## src/rtl/core/plt_pkg.sv

```systemverilog
`timescale 1ns / 1ps
// Shared types, constants and codes for the peer liveness table.
package plt_pkg;

  localparam int unsigned EntriesDefault = 8;
  localparam int unsigned TimeW          = 32;
  localparam int unsigned AddrW          = 32;
  localparam int unsigned TimeoutW       = 16;
  localparam int unsigned SlotW          = 3;
  localparam int unsigned PaddrW         = 3;
  localparam int unsigned PdataW         = 32;

  localparam logic [TimeoutW-1:0] ExpiryReset = 16'd10;

  // Register index, taken from paddr[PaddrW-1:2].
  localparam logic [PaddrW-3:0] RegExpiry = 1'b0;

  localparam logic KindMark  = 1'b0;
  localparam logic KindQuery = 1'b1;

  typedef enum logic [1:0] {
    OcQuery   = 2'd0,
    OcRefresh = 2'd1,
    OcReuse   = 2'd2,
    OcEvict   = 2'd3
  } outcome_e;

  typedef enum logic [2:0] {
    StIdle,
    StRead,
    StScan,
    StCommit,
    StResult
  } state_e;

  typedef struct packed {
    logic load;
    logic read;
    logic eval;
    logic commit;
    logic emit;
  } cmd_t;

  typedef struct packed {
    logic match;
    logic last;
    logic query;
    logic out_free;
  } status_t;

endpackage

```

## src/rtl/core/plt_if.sv

```systemverilog
`timescale 1ns / 1ps
// Request and response channel interfaces of the peer liveness table.
interface plt_req_if;
  logic        valid;
  logic        ready;
  logic        kind;
  logic [31:0] peer_addr;
  logic [31:0] now_seconds;

  modport source (output valid, output kind, output peer_addr, output now_seconds,
                  input ready);
  modport sink (input valid, input kind, input peer_addr, input now_seconds,
                output ready);
endinterface

interface plt_rsp_if;
  logic       valid;
  logic       ready;
  logic       alive;
  logic [2:0] slot;
  logic [1:0] outcome;

  modport source (output valid, output alive, output slot, output outcome,
                  input ready);
  modport sink (input valid, input alive, input slot, input outcome,
                output ready);
endinterface

```

## src/rtl/core/plt_ctrl.sv

```systemverilog
`timescale 1ns / 1ps
// Controller state machine that sequences the table scan one entry per cycle.
module plt_ctrl (
  input  logic             clk_i,
  input  logic             rst_ni,
  input  logic             req_valid_i,
  output logic             req_ready_o,
  input  plt_pkg::status_t status_i,
  output plt_pkg::cmd_t    cmd_o
);
  import plt_pkg::*;

  state_e state_q, state_d;

  always_ff @(posedge clk_i or negedge rst_ni) begin
    if (!rst_ni) begin
      state_q <= StIdle;
    end else begin
      state_q <= state_d;
    end
  end

  always_comb begin
    state_d     = state_q;
    cmd_o       = '0;
    req_ready_o = 1'b0;
    unique case (state_q)
      StIdle: begin
        req_ready_o = 1'b1;
        if (req_valid_i) begin
          cmd_o.load = 1'b1;
          state_d    = StRead;
        end
      end
      StRead: begin
        cmd_o.read = 1'b1;
        state_d    = StScan;
      end
      StScan: begin
        cmd_o.eval = 1'b1;
        // a mark stops at the first matching entry
        if (!status_i.query && status_i.match) begin
          state_d = StResult;
        end else if (status_i.last) begin
          state_d = status_i.query ? StResult : StCommit;
        end else begin
          cmd_o.read = 1'b1;
        end
      end
      StCommit: begin
        cmd_o.commit = 1'b1;
        state_d      = StResult;
      end
      StResult: begin
        if (status_i.out_free) begin
          cmd_o.emit = 1'b1;
          state_d    = StIdle;
        end
      end
      default: begin
        state_d = StIdle;
      end
    endcase
  end

  a_load_starts_read: assert property (@(posedge clk_i) disable iff (!rst_ni)
    (req_valid_i && req_ready_o) |=> (state_q == StRead))
    else $error("accepted beat did not start a table read");

  a_scan_follows_read: assert property (@(posedge clk_i) disable iff (!rst_ni)
    (state_q == StScan) |-> ($past(state_q) == StRead || $past(state_q) == StScan))
    else $error("scan entered without a pending read");

  a_commit_after_scan: assert property (@(posedge clk_i) disable iff (!rst_ni)
    (state_q == StCommit) |-> ($past(state_q) == StScan && !$past(status_i.query)))
    else $error("commit not preceded by a mark scan");

endmodule

```

## src/rtl/core/plt_datapath.sv

```systemverilog
`timescale 1ns / 1ps
// Datapath: entry memories, scan index, age compare, victim tracking, result register.
module plt_datapath #(
  parameter int unsigned Entries = plt_pkg::EntriesDefault
) (
  input  logic                          clk_i,
  input  logic                          rst_ni,
  input  plt_pkg::cmd_t                 cmd_i,
  output plt_pkg::status_t              status_o,
  input  logic [plt_pkg::TimeoutW-1:0]  expiry_i,
  input  logic                          kind_i,
  input  logic [plt_pkg::AddrW-1:0]     peer_addr_i,
  input  logic [plt_pkg::TimeW-1:0]     now_seconds_i,
  input  logic                          rsp_ready_i,
  output logic                          rsp_valid_o,
  output logic                          alive_o,
  output logic [plt_pkg::SlotW-1:0]     slot_o,
  output logic [1:0]                    outcome_o
);
  import plt_pkg::*;

  localparam int unsigned IdxW = $clog2(Entries);
  localparam int unsigned ExtW = IdxW + SlotW;
  localparam logic [IdxW-1:0] LastIdx = IdxW'(Entries - 1);

  logic [AddrW-1:0] addr_mem [Entries];
  logic [TimeW-1:0] time_mem [Entries];
  logic [Entries-1:0] addr_vld_q;
  logic [Entries-1:0] time_vld_q;

  logic             kind_q;
  logic [AddrW-1:0] addr_q;
  logic [TimeW-1:0] now_q;
  logic [IdxW-1:0]  idx_q;

  logic [AddrW-1:0] rd_addr_q;
  logic [TimeW-1:0] rd_time_q;
  logic             rd_avld_q;
  logic             rd_tvld_q;

  logic             alive_q;
  logic             dead_vld_q;
  logic [IdxW-1:0]  dead_idx_q;
  logic             old_vld_q;
  logic [IdxW-1:0]  old_idx_q;
  logic [TimeW-1:0] old_time_q;
  logic [IdxW-1:0]  res_slot_q;
  outcome_e         res_oc_q;

  logic             out_vld_q;
  logic             out_alive_q;
  logic [SlotW-1:0] out_slot_q;
  outcome_e         out_oc_q;

  logic [AddrW-1:0] cur_addr;
  logic [TimeW-1:0] cur_time;
  logic [TimeW-1:0] age;
  logic [TimeW-1:0] span;
  logic [TimeW-1:0] tmo;
  logic             match;
  logic             expired;
  logic             fresh;
  logic             older;
  logic [IdxW-1:0]  rd_idx;
  logic [IdxW-1:0]  tgt_idx;
  outcome_e         tgt_oc;
  logic [ExtW-1:0]  slot_ext;

  logic             a_we;
  logic [IdxW-1:0]  a_widx;
  logic [AddrW-1:0] a_wdata;
  logic             t_we;
  logic [IdxW-1:0]  t_widx;
  logic [TimeW-1:0] t_wdata;

  // never-written entries read as zero
  assign cur_addr = rd_avld_q ? rd_addr_q : '0;
  assign cur_time = rd_tvld_q ? rd_time_q : '0;

  assign tmo     = {{(TimeW - TimeoutW){1'b0}}, expiry_i};
  assign age     = now_q - cur_time;
  assign span    = cur_time - old_time_q;
  assign match   = (cur_addr == addr_q);
  assign expired = !age[TimeW-1] && (age > tmo);
  assign fresh   = age[TimeW-1] || (age < tmo);
  assign older   = !old_vld_q || span[TimeW-1];

  // during the scan, prefetch the entry after the one being evaluated
  assign rd_idx = cmd_i.eval ? idx_q + IdxW'(1) : idx_q;

  assign tgt_idx = dead_vld_q ? dead_idx_q : (old_vld_q ? old_idx_q : '0);
  assign tgt_oc  = dead_vld_q ? OcReuse : OcEvict;

  always_comb begin
    a_we    = 1'b0;
    a_widx  = idx_q;
    a_wdata = '0;
    t_we    = 1'b0;
    t_widx  = idx_q;
    t_wdata = now_q;
    if (cmd_i.eval && kind_q == KindMark) begin
      if (match) begin
        t_we = 1'b1;
      end else if (expired) begin
        a_we = 1'b1;
      end
    end
    if (cmd_i.commit) begin
      a_we    = 1'b1;
      a_widx  = tgt_idx;
      a_wdata = addr_q;
      t_we    = 1'b1;
      t_widx  = tgt_idx;
    end
  end

  always_ff @(posedge clk_i) begin
    if (a_we) begin
      addr_mem[a_widx] <= a_wdata;
    end
    if (t_we) begin
      time_mem[t_widx] <= t_wdata;
    end
    if (cmd_i.read) begin
      rd_addr_q <= addr_mem[rd_idx];
      rd_time_q <= time_mem[rd_idx];
      rd_avld_q <= addr_vld_q[rd_idx];
      rd_tvld_q <= time_vld_q[rd_idx];
    end
  end

  always_ff @(posedge clk_i or negedge rst_ni) begin
    if (!rst_ni) begin
      addr_vld_q <= '0;
      time_vld_q <= '0;
      idx_q      <= '0;
      out_vld_q  <= 1'b0;
    end else begin
      if (a_we) begin
        addr_vld_q[a_widx] <= 1'b1;
      end
      if (t_we) begin
        time_vld_q[t_widx] <= 1'b1;
      end
      if (cmd_i.load) begin
        idx_q <= '0;
      end else if (cmd_i.eval) begin
        idx_q <= idx_q + IdxW'(1);
      end
      if (cmd_i.emit) begin
        out_vld_q <= 1'b1;
      end else if (rsp_ready_i) begin
        out_vld_q <= 1'b0;
      end
    end
  end

  assign slot_ext = ExtW'(res_slot_q);

  always_ff @(posedge clk_i) begin
    if (cmd_i.load) begin
      kind_q     <= kind_i;
      addr_q     <= peer_addr_i;
      now_q      <= now_seconds_i;
      alive_q    <= 1'b0;
      dead_vld_q <= 1'b0;
      old_vld_q  <= 1'b0;
      res_slot_q <= '0;
      res_oc_q   <= OcQuery;
    end
    if (cmd_i.eval) begin
      if (kind_q == KindQuery) begin
        if (match && fresh) begin
          alive_q <= 1'b1;
        end
      end else if (match) begin
        res_slot_q <= idx_q;
        res_oc_q   <= OcRefresh;
      end else if (expired) begin
        dead_vld_q <= 1'b1;
        dead_idx_q <= idx_q;
      end else if (older) begin
        old_vld_q  <= 1'b1;
        old_idx_q  <= idx_q;
        old_time_q <= cur_time;
      end
    end
    if (cmd_i.commit) begin
      res_slot_q <= tgt_idx;
      res_oc_q   <= tgt_oc;
    end
    if (cmd_i.emit) begin
      out_alive_q <= alive_q;
      out_slot_q  <= slot_ext[SlotW-1:0];
      out_oc_q    <= res_oc_q;
    end
  end

  assign status_o.match    = match;
  assign status_o.last     = (idx_q == LastIdx);
  assign status_o.query    = (kind_q == KindQuery);
  assign status_o.out_free = !out_vld_q || rsp_ready_i;

  assign rsp_valid_o = out_vld_q;
  assign alive_o     = out_alive_q;
  assign slot_o      = out_slot_q;
  assign outcome_o   = out_oc_q;

  a_commit_is_mark: assert property (@(posedge clk_i) disable iff (!rst_ni)
    cmd_i.commit |-> (kind_q == KindMark && !$past(match)))
    else $error("table commit for a query or after a match");

endmodule

```

## src/rtl/core/peer_liveness_table_core.sv

```systemverilog
`timescale 1ns / 1ps
// Top level of the peer liveness table: config register, controller and datapath.
//
// Request beats (req_i) carry kind, peer_addr and now_seconds; each produces one
// response beat (rsp_o) with alive, slot and outcome. A mark refreshes the first
// matching entry, clears expired entries ahead of it, and otherwise writes the
// address into the last expired entry or the oldest live one. A query reports a
// matching entry younger than the timeout register.
// The table is scanned one entry per cycle through a single read port with
// registered read data: each request is loaded, the entries are read and
// evaluated in turn, a mark that misses commits its victim entry, and the result
// goes to the response register. A mark that hits stops at the matching entry.
// The next request is accepted once the block is back in idle, while the last
// response may still wait in the output register.
// When the receiver stalls, the block holds the response and finishes at most
// one more item, which then waits for the output register to drain.
// Reset clears the entry valid bits (all entries read as zero address and time)
// and sets the timeout to 10. The user writes the timeout over the APB port at
// byte address 0 only while the block is idle; the block does not enforce this.
module peer_liveness_table_core #(
  parameter int unsigned ENTRIES = plt_pkg::EntriesDefault
) (
  input  logic                        clk_i,
  input  logic                        rst_ni,
  plt_req_if.sink                     req_i,
  plt_rsp_if.source                   rsp_o,
  input  logic                        psel,
  input  logic                        penable,
  input  logic                        pwrite,
  input  logic [plt_pkg::PaddrW-1:0]  paddr,
  input  logic [plt_pkg::PdataW-1:0]  pwdata,
  output logic [plt_pkg::PdataW-1:0]  prdata,
  output logic                        pready
);
  import plt_pkg::*;

  logic [TimeoutW-1:0] expiry_q;
  logic [PaddrW-3:0]   reg_idx;
  logic                cfg_we;
  cmd_t                cmd;
  status_t             status;
  logic                req_ready;

  assign pready  = 1'b1;
  assign reg_idx = paddr[PaddrW-1:2];
  assign cfg_we  = psel && penable && pwrite && (reg_idx == RegExpiry);
  assign prdata  = (reg_idx == RegExpiry) ?
                   {{(PdataW - TimeoutW){1'b0}}, expiry_q} : '0;

  always_ff @(posedge clk_i or negedge rst_ni) begin
    if (!rst_ni) begin
      expiry_q <= ExpiryReset;
    end else if (cfg_we) begin
      expiry_q <= pwdata[TimeoutW-1:0];
    end
  end

  assign req_i.ready = req_ready;

  plt_ctrl u_ctrl (
    .clk_i       (clk_i),
    .rst_ni      (rst_ni),
    .req_valid_i (req_i.valid),
    .req_ready_o (req_ready),
    .status_i    (status),
    .cmd_o       (cmd)
  );

  plt_datapath #(
    .Entries (ENTRIES)
  ) u_datapath (
    .clk_i          (clk_i),
    .rst_ni         (rst_ni),
    .cmd_i          (cmd),
    .status_o       (status),
    .expiry_i       (expiry_q),
    .kind_i         (req_i.kind),
    .peer_addr_i    (req_i.peer_addr),
    .now_seconds_i  (req_i.now_seconds),
    .rsp_ready_i    (rsp_o.ready),
    .rsp_valid_o    (rsp_o.valid),
    .alive_o        (rsp_o.alive),
    .slot_o         (rsp_o.slot),
    .outcome_o      (rsp_o.outcome)
  );

endmodule
```

## src/flat_wrapper.sv

```systemverilog
// flat-port wrapper written by rule: the top's interface ports become plain ports
module peer_liveness_table_core_flat import plt_pkg::*;
#(
  parameter int unsigned ENTRIES = plt_pkg::EntriesDefault
)
  (clk_i, rst_ni, psel, penable, pwrite, paddr, pwdata, prdata, pready, req_i_valid, req_i_kind, req_i_peer_addr, req_i_now_seconds, req_i_ready, rsp_o_valid, rsp_o_alive, rsp_o_slot, rsp_o_outcome, rsp_o_ready);
  plt_req_if req_i_i ();
  plt_rsp_if rsp_o_i ();
  input  logic clk_i;
  input  logic rst_ni;
  input  logic psel;
  input  logic penable;
  input  logic pwrite;
  input  logic [plt_pkg::PaddrW-1:0] paddr;
  input  logic [plt_pkg::PdataW-1:0] pwdata;
  output logic [plt_pkg::PdataW-1:0] prdata;
  output logic pready;
  input wire logic [$bits(req_i_i.valid)-1:0] req_i_valid;
  input wire logic [$bits(req_i_i.kind)-1:0] req_i_kind;
  input wire logic [$bits(req_i_i.peer_addr)-1:0] req_i_peer_addr;
  input wire logic [$bits(req_i_i.now_seconds)-1:0] req_i_now_seconds;
  output wire logic [$bits(req_i_i.ready)-1:0] req_i_ready;
  output wire logic [$bits(rsp_o_i.valid)-1:0] rsp_o_valid;
  output wire logic [$bits(rsp_o_i.alive)-1:0] rsp_o_alive;
  output wire logic [$bits(rsp_o_i.slot)-1:0] rsp_o_slot;
  output wire logic [$bits(rsp_o_i.outcome)-1:0] rsp_o_outcome;
  input wire logic [$bits(rsp_o_i.ready)-1:0] rsp_o_ready;
  assign req_i_i.valid = req_i_valid;
  assign req_i_i.kind = req_i_kind;
  assign req_i_i.peer_addr = req_i_peer_addr;
  assign req_i_i.now_seconds = req_i_now_seconds;
  assign req_i_ready = req_i_i.ready;
  assign rsp_o_valid = rsp_o_i.valid;
  assign rsp_o_alive = rsp_o_i.alive;
  assign rsp_o_slot = rsp_o_i.slot;
  assign rsp_o_outcome = rsp_o_i.outcome;
  assign rsp_o_i.ready = rsp_o_ready;
  peer_liveness_table_core #(.ENTRIES(ENTRIES)) u_core (.clk_i(clk_i), .rst_ni(rst_ni), .req_i(req_i_i), .rsp_o(rsp_o_i), .psel(psel), .penable(penable), .pwrite(pwrite), .paddr(paddr), .pwdata(pwdata), .prdata(prdata), .pready(pready));
endmodule
```

## config.mk

```make
export PLATFORM = sky130hd
export DESIGN_NAME = peer_liveness_table_core_flat
export DESIGN_NICKNAME = d
export VERILOG_FILES = /design/src/rtl/core/plt_pkg.sv /design/src/rtl/core/plt_if.sv /design/src/rtl/core/plt_ctrl.sv /design/src/rtl/core/plt_datapath.sv /design/src/rtl/core/peer_liveness_table_core.sv /design/src/flat_wrapper.sv
export SDC_FILE = /design/constraint.sdc
export NUM_CORES = 1
export LEC_CHECK = 0
export BUFFER_PORTS_ARGS = -buffer_cell sky130_fd_sc_hd__buf_2
export CAP_MARGIN = 20
export CORE_ASPECT_RATIO = 0.9
export CORE_UTILIZATION = 50
export DETAILED_ROUTE_END_ITERATION = 10
export HOLD_SLACK_MARGIN = 0.02
export PLACE_DENSITY_LB_ADDON = 0.15
export SKIP_LAST_GASP = 1
export SLEW_MARGIN = 5
export SYNTH_ARGS = -nofsm -noshare
export SYNTH_HDL_FRONTEND = slang
export SYNTH_SLANG_ARGS = --single-unit
```

## constraint.sdc

```tcl
create_clock -name clk_i -period 9.4 [get_ports clk_i]
set_input_delay 1.88 -clock clk_i [delete_from_list [all_inputs] [get_ports clk_i]]
set_output_delay 1.88 -clock clk_i [all_outputs]
set_load 0.005 [all_outputs]
```

==> run metrics, run 1 <==
Worst-path clk slew=0.06 ns; final worst-path cycle share=64.53%; H-Tree Depth=3; Via density=5.650; Post-Place Setup Slack=3.415 ns; slowest CP cell=and3_2; HP Class=reg -> reg; Peak Freq=0.1649 GHz; post-DP HPWL=42140 µm; Pre-antenna DRT Iters=6; number of synthesized flops with an enable pin=687; startpoint types=flip-flop; layout cells sized above 1=11.29%; chip width=267.7 µm; average cell area after synthesis=11.90 µm²; vias in the first global route=20030; deepest clock path buffer count=3; fin util=56.93%; critical path, cell by cell=buf_4 > nand2_1 > ha_1 > o211ai_1 > a21oi_1 > nor2b_1 > o21ai_0 > a21boi_0 > xnor2_1 > ha_1 > a21o_1 > a21o_1 > a21oi_1 > o21ai_0 > nor3_1 > a21oi_1 > a21oi_1 > a31oi_4 > and3_2; cells after synthesis=2670; yosys warns=0; Required @ worst endpoint=9.62 ns; Crit path max-delay family=compound AO/OA/AOI/OAI gates; CTS tree=done; DRC=0; CP bufs+invs=1; RePlAce Congestion=0.9140; register area share after synthesis=68.53%; Post-synth top cells=nand2_1 (695), edfxtp_1 (687), nand3_1 (357), o21ai_0 (112), clkbuf_1 (110); skew final=0.02170 ns; die extent in y=241.1 µm; Final Max Slew Viols=0; Fin. Hold Viols=0; CP dominant cell by count=a21oi_1; largest net degree at the start of global routing=209; All-Layer GR Usage=23.83%; first-pass GRT wire length=116300 µm; ANT cells=0; IO buf count=112; Site Rows=87; number of library cell types mapped by synthesis=78; Largest stage delay, worst path=1.04 ns; Starting Density=50.66%; GRT Residual Overflow=0; Yosys top cell area share=64.94%; Crit Path Class=reg -> reg; final worst slack=3.334 ns; Routed Wire Length=75580 µm; ranking of synthesized cells by area=edfxtp_1 (65%), nand2_1 (8.2%), nand3_1 (5.6%); max cap viols=0; Avg WL per Cell=20.64 µm; most frequent cell after synthesis=nand2_1; post-layout min period=6.066 ns; critical path peak fanout=33; VDD IR max=0.0004303 V; Resized cells post-CTS=0; Layout area overhead=12.36%; vias=20690; CTS Root Cell=clkbuf_16; clock sinks=734; die area=0.06455 mm²; core region area=0.06270 mm²; async set-reset flop share out of synthesis=5.313%; Worst-Margin Slew=1.116 ns; pwr/cell area=363.3 mW/mm²; Total Neg Setup Slack=0 ns; setup bufs post-CTS=0; status=finished clean; # nets final=2945; Post-CTS Hold Buffers=0; I/O pin total=148; relative slew slack=24.90%; CP arrival=6.29 ns; Leak Pwr=13.67 nW; largest area contributor in the netlist=edfxtp_1; final setup violation count=0; Clk Latency, worst-skew pair=0.63 ns; synthesis-stage register bit count=734; Num CTS Buffers=76; Top FF cell, synth=edfxtp_1; Post-Syn Area=0.03177 mm²; post-route ant nets=0; unrepaired setup endpoints after global routing=no; First DRT Iteration DRCs=1826; Worst Setup End Kind=flip-flop; initial antenna violation count=1
==> stage by stage <==
| step | instance area, µm² | power [W] | cells | hold slack, ns |
|---|---|---|---|---|
| 5_1_grt | 35690 | 0.01385 | 3662 | 0.4437 |
| 6_report | 35690 | 0.01297 | 3662 | 0.4407 |
| 4_1_cts | 35630 | 0.01303 | 3659 | 0.4412 |
| 3_3_place_gp | 33150 | 0.009886 | 3520 | 0.4284 |
| 3_5_place_dp | 33150 | 0.01003 | 3520 | 0.4196 |
| 2_1_floorplan | 31820 | 0.008456 | 2685 | 0.4001 |
==> power by group <==
| group | switching [W] | internal [W] | total [W] | leakage [nW] |
|---|---|---|---|---|
| combinational | 0.00361 | 0.00169 | 0.00529 | 5.58 |
| clock | 0.00125 | 0.00173 | 0.00298 | 1.21 |
| sequential | 0.000293 | 0.00440 | 0.00470 | 6.88 |
| total | 0.00515 | 0.00781 | 0.0130 | 13.7 |
==> state kept, by name, summed over array words and instances (netlist names), 3 cells and up <==
register,count
u_core.u_datapath.slot_o,3
u_core.u_datapath.time_mem,256
u_core.u_datapath.old_idx_q,3
u_core.u_datapath.addr_mem,256
u_core.u_datapath.idx_q,3
u_core.u_datapath.old_time_q,32
u_core.u_datapath.addr_vld_q,8
u_core.u_datapath.addr_q,32
u_core.u_datapath.now_q,32
u_core.u_ctrl.state_q,3
u_core.u_datapath.rd_addr_q,32
u_core.u_datapath.time_vld_q,8
u_core.u_datapath.res_slot_q,3
u_core.u_datapath.dead_idx_q,3
u_core.expiry_q,16
u_core.u_datapath.rd_time_q,32
==> final timing paths <==
path / startpoint / to / slack, ns / cells after the start
worst min-delay path: u_core.u_datapath.res_slot_q[2] / u_core.u_datapath.slot_o[2] / 0.44 / 0
worst max-delay path: u_core.u_datapath.rd_tvld_q / u_core.u_datapath.addr_mem[0][20] / 3.33 / 19
max in group asynchronous: rst_ni / u_core.u_datapath.rsp_valid_o / 7.63 / 2
min in group asynchronous: rst_ni / u_core.expiry_q[11] / 1.33 / 2
worst max register to register: u_core.u_datapath.rd_tvld_q / u_core.u_datapath.addr_mem[0][20] / 3.33 / 19
worst min register to register: u_core.u_datapath.res_slot_q[2] / u_core.u_datapath.slot_o[2] / 0.44 / 0
==> final cells by class <==
cell class	count	area [µm²]
clock buffer	104	2110
clock inverter	35	364.1
fill	5150	27010
inverter	91	342.8
multi-input combinational	1713	9210
sequential	734	21770
tap	845	1057
timing repair buffer	140	840.8
==> cells by family (layout without fill, tap and decap cells) <==
group / count (synthesis) / after routing / synth area share, %
muxes: 22 / 22 / 0.7602
xor gates and xnor gates: 38 / 38 / 1.048
AOI/OAI and AO/OA: 294 / 294 / 5.896
DFF: 734 / 734 / 68.53
buffers and inverters: 238 / 370 / 3.080
and+or+nand+nor: 1260 / 1260 / 17.41
other: 2 / 17 / 0.02364
adders and majority gates: 82 / 82 / 3.253
==> cells in the final DEF (no fill, tap or decap), types with 7 or more instances in the layout <==
cell type and count:
a211oi_1 10, a21o_1 14, a21oi_1 50, a22oi_1 14, and3_1 38, and3_2 8, buf_2 112, buf_4 23
clkbuf_1 20, clkbuf_16 78, clkinv_1 11, clkinv_2 13, conb_1 17, dfrtp_1 37, dfxtp_1 8, edfxtp_1 687
ha_1 81, inv_1 89, mux2_2 17, nand2_1 694, nand2b_1 10, nand3_1 357, nand4_1 16, nor2_1 71
nor2_4 8, nor3_1 11, o21a_1 11, o21ai_0 112, o31ai_1 17, or2_1 7, xnor2_1 26, xor2_1 10
==> layer usage <==
layer	share of wire [%]	global-route usage (%)	routed length, µm	up-vias
li1	-	-	-	9721
met4	2.3	6.874	1719	2
met5	0.017	0	13	-
met1	45	33.64	34030	10210
met2	47	38.32	35310	639
met3	6.0	3.785	4508	120
No activity file was read; power rests on OpenSTA's default activity.
==> inputs of run 2 (changes only) <==
==> constraint.sdc (replaced) <==
create_clock -name clk_i -period 5.55 [get_ports clk_i]
set_input_delay 1.11 -clock clk_i [delete_from_list [all_inputs] [get_ports clk_i]]
set_output_delay 1.11 -clock clk_i [all_outputs]
set_load 0.005 [all_outputs]
==> run 2 against run 1 <==
Against the previous run:
- non-clock buffer count up 13
- hold slack worse by 0.0088 ns
- largest cell class unchanged
- highest routed layer unchanged
- sequential share of layout area decreased by 0.67 points
- clock skew increased by 0.011 ns
- largest power group unchanged
- routed wire length increased by 3.8%
==> run metrics, run 2 (synthesis gave the netlist of run 1 again) <==
commonest non-fill, non-tap cell in the layout=nand2_1; vias=20900; status=finished clean; post-DP HPWL=45690 µm; Fin. Hold Viols=0; Worst Setup End Kind=flip-flop; final worst slack=0.3952 ns; post-layout min period=5.155 ns; largest net degree at the start of global routing=154; CP dominant cell by count=a21oi_1; die extent in y=241.1 µm; final worst-path cycle share=92.88%; deepest clock path buffer count=3; Worst-path clk slew=0.06 ns; VDD IR max=0.0008063 V; relative slew slack=34.71%; pwr/cell area=618.2 mW/mm²; I/O pin total=148; Post-CTS Hold Buffers=0; most frequent cells in the layout=nand2_1 (694), edfxtp_1 (687), nand3_1 (357); Required @ worst endpoint=5.88 ns; initial antenna violation count=5; fillers=5107; critical path, cell by cell=nand2_1 > ha_1 > o211ai_1 > a21oi_1 > nor2b_1 > o21ai_0 > a21boi_1 > o21ai_0 > xor2_1 > ha_1 > a21oi_1 > o21ai_0 > nor3_1 > a21oi_1 > a21oi_1 > a31oi_4 > and3_2 > buf_12; Num CTS Buffers=77; Via density=5.686; slowest CP cell=edfxtp_1; unrepaired setup endpoints after global routing=no; vias in the first global route=19870; Leak Pwr=13.83 nW; top flop regs=u_core.u_datapath.addr_mem: 256 flops, u_core.u_datapath.time_mem: 256 flops; Peak Freq=0.1940 GHz; Starting Density=50.66%; skew final=0.03240 ns; HP Class=reg -> reg; post-route ant nets=0; DRC=0; All-Layer GR Usage=24.54%; Avg WL per Cell=21.34 µm; GRT Residual Overflow=0; chip width=267.7 µm; Site Rows=87; Total Neg Setup Slack=0 ns; die area=0.06455 mm²; IO buf count=112; Crit Path Class=reg -> reg; CTS tree=done; # nets final=2959; clock sinks=734; CP bufs+invs=1; CP arrival=5.49 ns; core region area=0.06270 mm²; Tot Pwr=0.02231 W; max cap viols=0; final setup violation count=0; Clk Latency, worst-skew pair=0.63 ns; Pre-antenna DRT Iters=5; critical path peak fanout=16; Final Hold Slack=0.4319 ns; H-Tree Depth=3; Crit path max-delay family=compound AO/OA/AOI/OAI gates; first-pass GRT wire length=118100 µm; Post-Place Setup Slack=0.3037 ns; Routed Wire Length=78430 µm; RePlAce Congestion=0.8992; Layout area overhead=13.60%; Final Max Slew Viols=0; Worst-Margin Slew=0.9794 ns; CTS Root Cell=clkbuf_16; First DRT Iteration DRCs=1967; startpoint types=flip-flop; layout cells sized above 1=12.08%; Largest stage delay, worst path=0.58 ns
-- run 2: changes by cell type in the layout (fill, tap and decap cells not counted), moves of 3 or more --
cell	change
clkinv_2	+9
inv_6	+3
clkbuf_8	-6
clkbuf_1	-13
buf_4	-8
buf_12	+21
clkinvlp_4	+3
-- run 2: worst paths after layout --
kind                       cells past startpoint  slack (ns)                           endpoint                       startpoint
max in group asynchronous                      2        4.50                 u_core.expiry_q[1]                           rst_ni
min reg2reg                                    0        0.43        u_core.u_datapath.slot_o[2]  u_core.u_datapath.res_slot_q[2]
max reg2reg                                   18        0.40  u_core.u_datapath.addr_mem[5][20]      u_core.u_datapath.rd_tvld_q
max                                           18        0.40  u_core.u_datapath.addr_mem[5][20]      u_core.u_datapath.rd_tvld_q
min                                            0        0.43        u_core.u_datapath.slot_o[2]  u_core.u_datapath.res_slot_q[2]
min in group asynchronous                      1        0.46                 u_core.expiry_q[8]                           rst_ni
-- run 2: final cells by class --
cell class | count | area, µm² | area share (%)
inverter | 91 | 342.8 | 0.9500
multi-input combinational | 1713 | 9225 | 25.56
antenna | 1 | 2.502 | 0.006934
tap | 845 | 1057 | 2.930
clock inverter | 52 | 475.5 | 1.317
sequential | 734 | 21770 | 60.32
timing repair buffer | 153 | 1189 | 3.294
clock buffer | 87 | 2028 | 5.620
-- run 2: per-layer routing --
| layer | routed length, µm | track usage [%] | up-vias |
|---|---|---|---|
| li1 | - | - | 9739 |
| met3 | 6337 | 4.755 | 121 |
| met1 | 35940 | 36.71 | 10270 |
| met5 | 13 | 0 | - |
| met2 | 34620 | 36.65 | 769 |
| met4 | 1524 | 6.615 | 2 |
-- run 2: power breakdown --
group	switching [W]	internal (W)	total (W)
clock	0.00216	0.00293	0.00509
sequential	0.000568	0.00745	0.00802
combinational	0.00624	0.00296	0.00920
-- run 2: what timing repair did --
item / CTS / global route
buffers inserted: 0 / 0
gates resized for setup: 0 / 1
endpoints found under the setup margin: 0 / 183
-- run 2: through the flow --
step | std cells | utilization, % | area (µm²)
after floorplan | 2685 | - | 31830
after global placement | 3534 | 53.50 | 33550
after detailed placement | 3534 | 53.50 | 33550
after CTS | 3673 | 57.50 | 36050
after global routing | 3675 | 57.55 | 36090
final | 3676 | 57.56 | 36090
